$ cat src/hw/rtl/imm_pkg.sv
package imm_pkg;

    localparam int MAX_DIM_DEFAULT = 16;
    localparam int RESULT_LIMIT    = 16;

    localparam int DATA_W = 32;
    localparam int IDX_W  = 4;
    localparam int DIM_W  = 5;
    localparam int OP_W   = 2;

    localparam logic [DIM_W-1:0] DIM_RESET = 5'd16;

    localparam logic [OP_W-1:0] OP_LOAD_A = 2'd0;
    localparam logic [OP_W-1:0] OP_LOAD_B = 2'd1;
    localparam logic [OP_W-1:0] OP_ROW    = 2'd2;

    typedef enum logic [1:0] {
        ST_IDLE,
        ST_CALC,
        ST_EMIT
    } imm_state_t;

    typedef struct packed {
        logic clear;
        logic shift;
    } cell_ctrl_t;

endpackage

$ cat src/hw/rtl/imm_cell.sv
module imm_cell (
    input  logic                       clk,
    input  imm_pkg::cell_ctrl_t        ctrl,
    input  logic [imm_pkg::DATA_W-1:0] acc_in,
    input  logic [imm_pkg::DATA_W-1:0] addend,
    output logic [imm_pkg::DATA_W-1:0] acc_out
);
    import imm_pkg::*;

    logic [DATA_W-1:0] acc_reg;
    logic [DATA_W-1:0] acc_next;

    always_comb
    begin
        acc_next = acc_reg;
        if (ctrl.clear)
        begin
            acc_next = '0;
        end
        else if (ctrl.shift)
        begin
            acc_next = acc_in + addend;
        end
    end

    always_ff @(posedge clk)
    begin
        acc_reg <= acc_next;
    end

    assign acc_out = acc_reg;

endmodule

$ cat config.mk
export PLATFORM = sky130hd
export DESIGN_NAME = imm_cell
export DESIGN_NICKNAME = d
export VERILOG_FILES = /design/src/hw/rtl/imm_pkg.sv /design/src/hw/rtl/imm_cell.sv
export SDC_FILE = /design/constraint.sdc
export NUM_CORES = 1
export LEC_CHECK = 0
export ABC_AREA = 1
export BUFFER_PORTS_ARGS = -buffer_cell sky130_fd_sc_hd__buf_2
export CAP_MARGIN = 30
export CORE_UTILIZATION = 45
export CTS_BUF_LIST = sky130_fd_sc_hd__clkbuf_8
export DETAILED_ROUTE_END_ITERATION = 10
export GPL_ROUTABILITY_DRIVEN = 0
export HOLD_SLACK_MARGIN = 0.08
export PLACE_DENSITY = 0.73
export SYNTH_ARGS = -nofsm -noshare
export SYNTH_HDL_FRONTEND = slang
export SYNTH_SLANG_ARGS = --single-unit
$ cat constraint.sdc
create_clock -name clk -period 1.7 [get_ports clk]
set_clock_uncertainty 0.05 [all_clocks]
set_input_delay 0 -clock clk [delete_from_list [all_inputs] [get_ports clk]]
set_output_delay 0 -clock clk [all_outputs]
set_load 0.01 [all_outputs]
==> summary.md, run 1 <==
| Metric | Value |
|---|---|
| R2R Path End | acc_out[9] |
| Reg2Reg Depth | 4 |
| Synthesis Warnings | 0 |
| DR WL met3 | 753 µm |
| Slew @ Worst Pin | 0.545 ns |
| Worst Setup End Kind | flip-flop |
| Chip Width | 91.4 µm |
| R2r startpoint | acc_out[9] |
| Max reg flops | 32 |
| Max Fclk | 679 MHz |
| # DRC | 0 |
| Synth cell types | 23 |
| Ant. Diodes | 0 |
| Clk buf depth | 2 |
| Setup Buffers After CTS | 0 |
| Cells after Synth | 677 |
| Core ar. | 7730 µm² |
| Global-route usage over all layers | 0.234 |
| Syn nets | 776 |
| Metal-1 WL | 4520 µm |
| Most frequent cells in the layout | 242 x nand2_1, 149 x inv_1, 100 x nor2_1, 98 x buf_2, 42 x nand3_1 |
| Area of the multi-input gates | 2340 µm² |
| Worst-path maximum fanout | 4 |
| Die height | 91.4 µm |
| Relative slew margins | 0.636 |
| Static Leakage | 2.91 nW |
| Hold Crit Class | in -> reg |
| Met2 WL | 4110 µm |
| Main flop type after synthesis | dfxtp_1 |
| Asr flop ratio synth | 0 |
| FF+latch area | 641 µm² |
| Fin Setup TNS | 0 ns |
| Critical Path Start Type | primary input |
| Minimum clock period | 1.47 ns |
| CP Cell Sequence | buf_2, ha_1, fa_1, nand3_1, nand3_1, nand3_1, nand3_1, nand2_1, nand2_1, nand2_1, nand3_1, nand2_1, inv_1 |
| Worst hold path startpoint | acc_in[31] |
| H-tree levels | 2 |
| Grt total ovfl | 0 |
| CP most frequent cell | nand3_1 |
| Clk sinks | 32 |
| Io pins | 99 |
| Post_cts resized | 0 |
| Fill cell count | 833 |
| Drt total wl | 9470 µm |
| CP Data Required Time | 1.82 ns |
| Layout cell share with drive strength beyond 1 | 0.151 |
| Commonest non-fill, non-tap cell in the layout | nand2_1 |
| Later-pin clock latency in the skew report | 0.27 ns |
| Top layer in use | met4 |
| Slew Limit Fails | 0 |
| Routed length per placed instance | 10.7 µm |
| Largest net degree at the start of global routing | 39 |
| Slowest stage delay, CP | 0.44 ns |
| Post-synthesis sequential area ratio | 0.178 |
| CP max stage cell | fa_1 |
| Row count | 32 |
| Syn_area_per_cell | 5.31 µm² |
| Setup CP Type | in -> reg |
| FF-to-FF setup slack | 0.94 ns |
| EDFF count, synth | 0 |
| Buffers on Ports | 98 |
| Mapped cell area | 3590 µm² |
| CTS root buf | clkbuf_8 |
| Initial core utilization | 0.465 |
| Vias per cell | 4.68 |
| CP bufs+invs | 2 |
| First-pass GRT wire length | 15,900 µm |
| Worst Hold Depth | 6 |
| Final net count | 881 |
| Period utilization | 0.867 |
| Run status | finished clean |
| Seq cells post-synth | 32 |
| Initial drt markers | 214 |
| DR vias | 4,136 |
| Cts hold-fix bufs | 2 |
| Hold Path End | acc_out[31] |
| Total Die Area | 8350 µm² |
| Post-route ant nets | 0 |
| Maximum resistive drop on vdd | 0.290 mV |
| Syn-to-layout area delta | 20.7% |
| Total power | 2.64 mW |
| Final HPWL DP | 8000 µm |
| Clock transition at path regs | 0.06 ns |
| Crit-path leading delay family | simple AND/OR/NAND/NOR gates |
| CP arrival | 1.60 ns |
| CTS buffer count | 5 |
| Unrepaired setup endpoints after global routing | false |
| CTS tree | built |
| Number of global-route vias before repair | 3,690 |
| Max Cap Viol | 0 |
| # setup viols final | 0 |
| Initial antenna violation count | 0 |
| Number of iterations in the first detailed-routing pass | 4 |
| P per Cell Area | 609 nW/µm² |
| Final Hold Viols | 0 |
| Critical Path Start | acc_in[0] |
per-layer routing:
| metal | track usage | vias to the layer above |
|---|---|---|
| li1 | - | 2217 |
| met3 | 0.0251 | 6 |
| met4 | 0.0556 | 0 |
| met2 | 0.388 | 125 |
| met1 | 0.323 | 1788 |
| met5 | 0 | - |
worst max path at each step:
stage | to | slack, ns | cells past startpoint
5_1_grt | acc_out[16] | 0.04 | 13
3_3_place_gp | acc_out[20] | -0.01 | 13
2_1_floorplan | acc_out[20] | 0.17 | 12
3_5_place_dp | acc_out[28] | -0.06 | 13
6_report | acc_out[28] | 0.23 | 13
4_1_cts | acc_out[28] | 0.23 | 13
through the flow:
step | std cells | util | worst slack (ns) | hold slack [ns] | instance area (µm²)
after global routing | 884 | 0.561 | 0.0439 | 0.120 | 4340
final | 884 | 0.561 | 0.226 | 0.0880 | 4340
after floorplan | 677 | - | 0.169 | 0.110 | 3590
after global placement | 875 | 0.546 | -0.0135 | 0.324 | 4220
after detailed placement | 875 | 0.546 | -0.0617 | 0.327 | 4220
after CTS | 884 | 0.561 | 0.230 | 0.0822 | 4340
cell families after synthesis:
logic type,count (synthesis),synth area share
flip-flops,32,0.178
AND/OR/NAND/NOR,396,0.436
buffers and inverters,158,0.171
XOR/XNOR,15,0.0365
AO/OA/AOI/OAI,44,0.0640
adder cells (fa/ha/maj),32,0.113
power by group:
group          internal, mW  switching (mW)
combinational         0.450           0.726
sequential            0.824          0.0353
clock                 0.360           0.247
total                  1.63            1.01
final cells by class:
type                    instances  area share
flip-flops and latches         32       0.148
repair buffers                107       0.133
inverters                     149       0.129
multi-input cells             487       0.539
clock buffers                   7      0.0222
well taps                     102      0.0294
worst register-to-register path, stage by stage, from the launching register on:
cell and delay (ns):
dfxtp_1 0.31, nor2_1 0.09, nor2_1 0.05, o21ai_0 0.11
inv_1 0.05
synth_stat cells, drive strengths merged, types with 3 or more instances:
master,number,share of area
a21oi,23,0.032
clkbuf,7,0.010
dfxtp,32,0.18
ha,31,0.11
inv,149,0.16
nand2,245,0.26
nand3,43,0.061
nand4,3,0.0052
nor2,102,0.11
nor3,3,0.0042
o21ai,17,0.024
o21bai,3,0.0063
xor2,14,0.034
(Power assumes the default switching activity.)
==> run 2: changes to the inputs <==
--- a/config.mk
+++ b/config.mk
@@ -6,7 +6,7 @@
 export NUM_CORES = 1
 export LEC_CHECK = 0
 export ABC_AREA = 1
-export BUFFER_PORTS_ARGS = -buffer_cell sky130_fd_sc_hd__buf_2
+export BUFFER_PORTS_ARGS = -buffer_cell sky130_fd_sc_hd__buf_4
 export CAP_MARGIN = 30
 export CORE_UTILIZATION = 45
 export CTS_BUF_LIST = sky130_fd_sc_hd__clkbuf_8
==> summary.md, run 2 (synthesis results as in run 1) <==
| Metric | Value |
|---|---|
| Core ar. | 7730 µm² (unchanged) |
| Post-route ant nets | 0 (unchanged) |
| Maximum resistive drop on vdd | 0.261 mV (was 0.290 mV) |
| Row count | 32 (unchanged) |
| H-tree levels | 2 (unchanged) |
| Max reg flops | 32 (unchanged) |
| Period utilization | 0.878 (was 0.867) |
| CP arrival | 1.62 ns (was 1.60 ns) |
| Chip Width | 91.4 µm (unchanged) |
| Setup CP Type | in -> reg (unchanged) |
| Layout cell share with drive strength beyond 1 | 0.149 (was 0.151) |
| Slew Limit Fails | 0 (unchanged) |
| Clk buf depth | 2 (unchanged) |
| Die height | 91.4 µm (unchanged) |
| Max Fclk | 670 MHz (was 679 MHz) |
| Final HPWL DP | 8080 µm (was 8000 µm) |
| CP Data Required Time | 1.83 ns (was 1.82 ns) |
| Io pins | 99 (unchanged) |
| Hold Crit Class | in -> reg (unchanged) |
| Syn-to-layout area delta | 27.3% (was 20.7%) |
| Ant. Diodes | 0 (unchanged) |
| Clock transition at path regs | 0.06 ns (about the same) |
| Total power | 2.69 mW (was 2.64 mW) |
| Buffers on Ports | 98 (unchanged) |
| CTS tree | built (unchanged) |
| Final WS setup | 0.208 ns (was 0.226 ns) |
| Setup Buffers After CTS | 0 (unchanged) |
| Worst-path maximum fanout | 4 (unchanged) |
| Hold slack | 0.0871 ns (was 0.0880 ns) |
| Vias per cell | 4.62 (was 4.68) |
| CTS root buf | clkbuf_8 (unchanged) |
| # setup viols final | 0 (unchanged) |
| Initial antenna violation count | 0 (unchanged) |
| Max Cap Viol | 0 (unchanged) |
| Critical Path Start Type | primary input (unchanged) |
| Largest net degree at the start of global routing | 36 (was 39) |
| Commonest non-fill, non-tap cell in the layout | nand2_1 (unchanged) |
| Final Hold Viols | 0 (unchanged) |
| Minimum clock period | 1.49 ns (was 1.47 ns) |
| DR vias | 4,094 (was 4,136) |
| Worst Setup End Kind | flip-flop (unchanged) |
| Clk sinks | 32 (unchanged) |
| Fill cell count | 803 (was 833) |
| CTS buffer count | 5 (unchanged) |
| Total Die Area | 8350 µm² (unchanged) |
| Later-pin clock latency in the skew report | 0.27 ns (about the same) |
| Grt total ovfl | 0 (unchanged) |
| Routed length per placed instance | 10.8 µm (was 10.7 µm) |
| Pre-CTS setup slack | -0.0806 ns (was -0.0617 ns) |
| # DRC | 0 (unchanged) |
| Placed insts | 875 (unchanged) |
| Number of iterations in the first detailed-routing pass | 4 (unchanged) |
| Post-route core utilization | 0.592 (was 0.561) |
| Initial core utilization | 0.465 (unchanged) |
| Run status | finished clean (unchanged) |
| Initial drt markers | 236 (was 214) |
| Most frequent cells in the layout | 242 x nand2_1, 151 x inv_1, 105 x buf_4, 100 x nor2_1, 42 x nand3_1 (was 242 x nand2_1, 149 x inv_1, 100 x nor2_1, 98 x buf_2, 42 x nand3_1) |
| Unrepaired setup endpoints after global routing | false (unchanged) |
| Drt total wl | 9560 µm (was 9470 µm) |
| Number of global-route vias before repair | 3,718 (was 3,690) |
| Slew @ Worst Pin | 0.404 ns (was 0.545 ns) |
| P per Cell Area | 588 nW/µm² (was 609 nW/µm²) |
| Post_cts resized | 0 (unchanged) |
| First-pass GRT wire length | 16,300 µm (was 15,900 µm) |
| Final net count | 882 (was 881) |
| Static Leakage | 2.98 nW (was 2.91 nW) |
| Global-route usage over all layers | 0.237 (was 0.234) |
| Final Instance Count excl. Fillers | 886 (was 884) |
| Cts hold-fix bufs | 3 (was 2) |
| Relative slew margins | 0.730 (was 0.636) |
## run 2: changes by cell type in the layout (fill, tap and decap cells not counted)
cell / delta
clkbuf_8: -1
inv_1: +2
buf_12: -1
buf_4: +99
dlygate4sd3_1: +1
buf_2: -98
## run 2: cell type report
class	count	area [µm²]	share of cell area
Tap cell	102	128	0.0279
Timing Repair Buffer	108	818	0.179
Multi-Input combinational cell	487	2340	0.511
Clock inverter	2	7.51	0.00164
Sequential cell	32	641	0.140
Inverter	149	559	0.122
Clock buffer	6	82.6	0.0181
## run 2: power by group
group	switching [mW]	internal, mW	leakage, nW
sequential	0.0400	0.824	0.266
clock	0.252	0.317	0.0538
combinational	0.728	0.527	2.66
total	1.02	1.67	2.98
## run 2: through the flow
step / cell area, µm² / setup TNS [ns]
2_1_floorplan: 3590 / 0
6_report: 4570 / 0
4_1_cts: 4570 / 0
3_5_place_dp: 4450 / -0.340
3_3_place_gp: 4450 / -0.0394
5_1_grt: 4570 / 0
## run 2: critical path: stages
cell     delay (ns)
buf_4          0.11
ha_1           0.23
fa_1           0.44
nand3_1        0.11
nand3_1        0.11
nand3_1        0.09
nand3_1        0.13
nand2_1        0.12
nand2_1        0.06
nand2_1        0.06
nand3_1        0.06
nand2_1        0.06
inv_1          0.03
## run 2: per-layer routing
layer / wire (µm) / track usage / vias up
met4: 131 / 0.0608 / 0
met1: 4890 / 0.340 / 1738
met5: 0 / 0 / -
met2: 4070 / 0.379 / 119
li1: - / - / 2225
met3: 462 / 0.0226 / 12
## run 2: worst paths after layout
kind	start	slack, ns	depth (start not counted)	end
worst max-delay path	acc_in[0]	0.21	13	acc_out[28]
worst min-delay path	addend[0]	0.09	4	acc_out[0]
worst max register to register	acc_out[4]	0.94	4	acc_out[4]
worst min register to register	acc_out[1]	0.42	2	acc_out[1]
==> run 3: changes to the inputs <==
==> config.mk (replaced) <==
export PLATFORM = sky130hd
export DESIGN_NAME = imm_cell
export DESIGN_NICKNAME = d
export VERILOG_FILES = /design/src/hw/rtl/imm_pkg.sv /design/src/hw/rtl/imm_cell.sv
export SDC_FILE = /design/constraint.sdc
export NUM_CORES = 1
export LEC_CHECK = 0
export CAP_MARGIN = 30
export CORE_UTILIZATION = 45
export CTS_BUF_LIST = sky130_fd_sc_hd__clkbuf_8
export DETAILED_ROUTE_END_ITERATION = 10
export DONT_BUFFER_PORTS = 1
export GPL_ROUTABILITY_DRIVEN = 0
export HOLD_SLACK_MARGIN = 0.08
export PLACE_DENSITY = 0.63
export SYNTH_ARGS = -nofsm -noshare
export SYNTH_HDL_FRONTEND = slang
export SYNTH_SLANG_ARGS = --single-unit
==> summary.md, run 3 <==
| Metric | Value |
|---|---|
| Most frequent cells in the layout | 105 x buf_4, 38 x a21oi_1, 32 x dfxtp_1, 31 x nor2_1, 28 x nand2_1 (was 242 x nand2_1, 151 x inv_1, 105 x buf_4, 100 x nor2_1, 42 x nand3_1) |
| Run status | finished, violations left (was finished clean) |
| Fill cell count | 530 (was 803) |
| WP depth | 10 (was 13) |
| Clk sinks | 32 (unchanged) |
| Total power | 2.85 mW (was 2.69 mW) |
| Top cells by area, synth | dfxtp_1 22%, ha_1 13%, a21oi_1 6.9% (was nand2_1 25%, dfxtp_1 18%, inv_1 16%) |
| Area leader, netlist | dfxtp_1 (was nand2_1) |
| Count leader, synth | a21oi_1 (was nand2_1) |
| Vias per cell | 5.77 (was 4.62) |
| Slew Limit Fails | 0 (unchanged) |
| Clock power share | 0.224 (was 0.212) |
| Hold Crit Class | in -> reg (unchanged) |
| Final Hold Viols | 10 (was 0) |
| Placed instance area | 3790 µm² (was 4450 µm²) |
| Minimum clock period | 1.85 ns (was 1.49 ns) |
| # DRC | 0 (unchanged) |
| Static Leakage | 1.89 nW (was 2.98 nW) |
| Row count | 29 (was 32) |
| Total Die Area | 6900 µm² (was 8350 µm²) |
| Critical Path Start Type | primary input (unchanged) |
| Slew @ Worst Pin | 0.824 ns (was 0.404 ns) |
| Top-area cell type share of the netlist area | 0.217 (was 0.253) |
| Hold slack | -0.171 ns (was 0.0871 ns) |
| Max Fclk | 541 MHz (was 670 MHz) |
| # setup viols final | 8 (was 0) |
| Initial antenna violation count | 0 (unchanged) |
| Period utilization | 1.09 (was 0.878) |
| Reg2Reg Depth | 3 (was 4) |
| Final WS setup | -0.149 ns (was 0.208 ns) |
| Main flop type after synthesis | dfxtp_1 (unchanged) |
| CP max stage cell | fa_2 (was fa_1) |
| Chip Width | 83.1 µm (was 91.4 µm) |
| Clk buf depth | 2 (unchanged) |
| Syn_area_per_cell | 7.85 µm² (was 5.31 µm²) |
| Post-route ant nets | 0 (unchanged) |
| Number of global-route vias before repair | 3,248 (was 3,718) |
| Core ar. | 6350 µm² (was 7730 µm²) |
| Clock transition at path regs | 0.08 ns (was 0.06 ns) |
| Grt total ovfl | 0 (unchanged) |
| Buffers on Ports | 0 (was 98) |
| CP bufs+invs | 1 (was 2) |
| Initial core utilization | 0.466 (was 0.465) |
| CTS buffer count | 5 (unchanged) |
| Global-route usage over all layers | 0.263 (was 0.237) |
| Layout cell share with drive strength beyond 1 | 0.309 (was 0.149) |
| CTS root buf | clkbuf_8 (unchanged) |
| P per Cell Area | 661 nW/µm² (was 588 nW/µm²) |
| DR vias | 3,303 (was 4,094) |
| Drt total wl | 9430 µm (was 9560 µm) |
| Slowest stage delay, CP | 0.35 ns (was 0.44 ns) |
| Synth cell types | 55 (was 23) |
| Io pins | 99 (unchanged) |
| Worst Setup End Kind | flip-flop (unchanged) |
| Syn nets | 476 (was 776) |
| Failing checks | negative hold slack, negative setup slack |
| Mapped cell area | 2960 µm² (was 3590 µm²) |
| Largest net degree at the start of global routing | 38 (was 36) |
| Post-route cell area | 4310 µm² (was 4570 µm²) |
| Max Cap Viol | 0 (unchanged) |
| Reg power frac | 0.328 (was 0.321) |
| Initial drt markers | 161 (was 236) |
| Worst-path maximum fanout | 3 (was 4) |
| Post-synthesis sequential area ratio | 0.217 (was 0.178) |
| Synth cell count leaders | 41 x a21oi_1, 32 x dfxtp_1, 31 x ha_1, 31 x nor2_1, 28 x nand2_1 (was 242 x nand2_1, 149 x inv_1, 100 x nor2_1) |
| Syn-to-layout area delta | 45.8% (was 27.3%) |
| Seq cells post-synth | 32 (unchanged) |
| Psw | 1.05 mW (was 1.02 mW) |
| Later-pin clock latency in the skew report | 0.29 ns (was 0.27 ns) |
| Die height | 83.1 µm (was 91.4 µm) |
| CTS tree | built (unchanged) |
| Setup CP Type | in -> reg (unchanged) |
| Synthesis Warnings | 0 (unchanged) |
| Ant. Diodes | 0 (unchanged) |
| First-pass GRT wire length | 15,000 µm (was 16,300 µm) |
| Routed length per placed instance | 16.5 µm (was 10.8 µm) |
| Final HPWL DP | 6980 µm (was 8080 µm) |
| CP arrival | 1.95 ns (was 1.62 ns) |
| Asr flop ratio synth | 0 (unchanged) |
| EDFF count, synth | 0 (unchanged) |
| CP Data Required Time | 1.81 ns (was 1.83 ns) |
| Switching Share | 0.366 (was 0.380) |
| Unrepaired setup endpoints after global routing | true (was false) |
| Combinational power share | 0.448 (was 0.467) |
| Relative slew margins | 0.450 (was 0.730) |
| CP Cell Sequence | ha_4, fa_2, a21o_1, a221o_1, a221oi_4, buf_4, o21ai_0, xor2_1, mux2i_1, nor2_1 (was buf_4, ha_1, fa_1, nand3_1, nand3_1, nand3_1, nand3_1, nand2_1, nand2_1, nand2_1, nand3_1, nand2_1, inv_1) |
| Internal power | 1.81 mW (was 1.67 mW) |
| FF+latch area | 641 µm² (unchanged) |
| Max reg flops | 32 (unchanged) |
| Number of iterations in the first detailed-routing pass | 6 (was 4) |
| Worst Hold Depth | 2 (was 4) |
| Crit-path leading delay family | compound AO/OA/AOI/OAI gates (was simple AND/OR/NAND/NOR gates) |
| Area of the multi-input gates | 2390 µm² (was 2340 µm²) |
| Cells after Synth | 377 (was 677) |
| H-tree levels | 2 (unchanged) |
| Maximum resistive drop on vdd | 0.415 mV (was 0.261 mV) |
| Post-route core utilization | 0.679 (was 0.592) |
| Final net count | 593 (was 882) |
| Commonest non-fill, non-tap cell in the layout | buf_4 (was nand2_1) |
run 3: cell types whose count changed in the layout (fill, tap and decap cells not counted), moves of 8 or more:
cell and delta:
a21o_1 +10, a21oi_1 +15, dlygate4sd3_1 +21, ha_1 -8, inv_1 -147, mux2i_1 +11
nand2_1 -214, nand2b_1 +9, nand3_1 -32, nand4_1 +8, nor2_1 -69
run 3: power by group through the flow:
stage,clock network [mW],logic (mW),registers (mW)
6_report,0.639,1.28,0.935
5_1_grt,0.681,1.40,0.946
4_1_cts,0.651,1.20,0.937
3_5_place_dp,0,1.12,0.954
3_3_place_gp,0,1.11,0.952
2_1_floorplan,0,0.697,0.932
run 3: worst reg2reg max path, cell delays in order (launching register included):
cell and delay, ns:
dfxtp_1 0.43, or3b_2 0.47, dlygate4sd3_1 0.59, o311ai_1 0.10
run 3: repair_timing:
| action | CTS | global route |
|---|---|---|
| resized for setup | 11 | 20 |
| setup endpoints to repair | 10 | 17 |
| pin swaps | 13 | 11 |
| hold endpoints to repair | 30 | 17 |
| hold buffers | 17 | 8 |
| setup buffers | 1 | 4 |
run 3: final timing paths:
path	from	end	slack, ns
setup / recovery	acc_in[0]	acc_out[14]	-0.15
setup reg to reg	acc_out[22]	acc_out[22]	-0.03
hold / removal	ctrl[0]	acc_out[12]	-0.17
hold reg to reg	acc_out[26]	acc_out[26]	0.50
run 3: metrics by stage:
step / cells / hold WS, ns / setup slack [ns] / TNS, ns
floorplan: 377 / 0.198 / -0.503 / -2.98
global placement: 534 / 0.0229 / -0.533 / -6.73
detailed placement: 534 / 0.0257 / -0.558 / -7.32
CTS: 560 / -0.186 / -0.119 / -0.685
global route: 572 / -0.176 / -0.252 / -1.46
finish: 572 / -0.171 / -0.149 / -0.670
run 3: logic make-up after synthesis:
logic type / synth area share
flops: 0.217
compound gates: 0.287
buf+inv: 0.0368
simple gates: 0.222
mux: 0.0410
xor+xnor: 0.0592
fa+ha+maj: 0.138
run 3: layer usage:
| layer | vias to the layer above | track usage | share of wire |
|---|---|---|---|
| li1 | 1643 | - | - |
| met1 | 1538 | 0.336 | 0.44 |
| met2 | 106 | 0.452 | 0.49 |
| met3 | 16 | 0.0417 | 0.048 |
| met4 | 0 | 0.0799 | 0.022 |
| met5 | - | 0 | 0 |
run 3: area by class of cell:
cell class | count | share of cell area
inverter | 4 | 0.00348
timing repair buffer | 133 | 0.249
multi-input combinational | 318 | 0.555
sequential | 32 | 0.149
clock buffer | 5 | 0.0160
clock inverter | 3 | 0.00551
tap | 77 | 0.0223
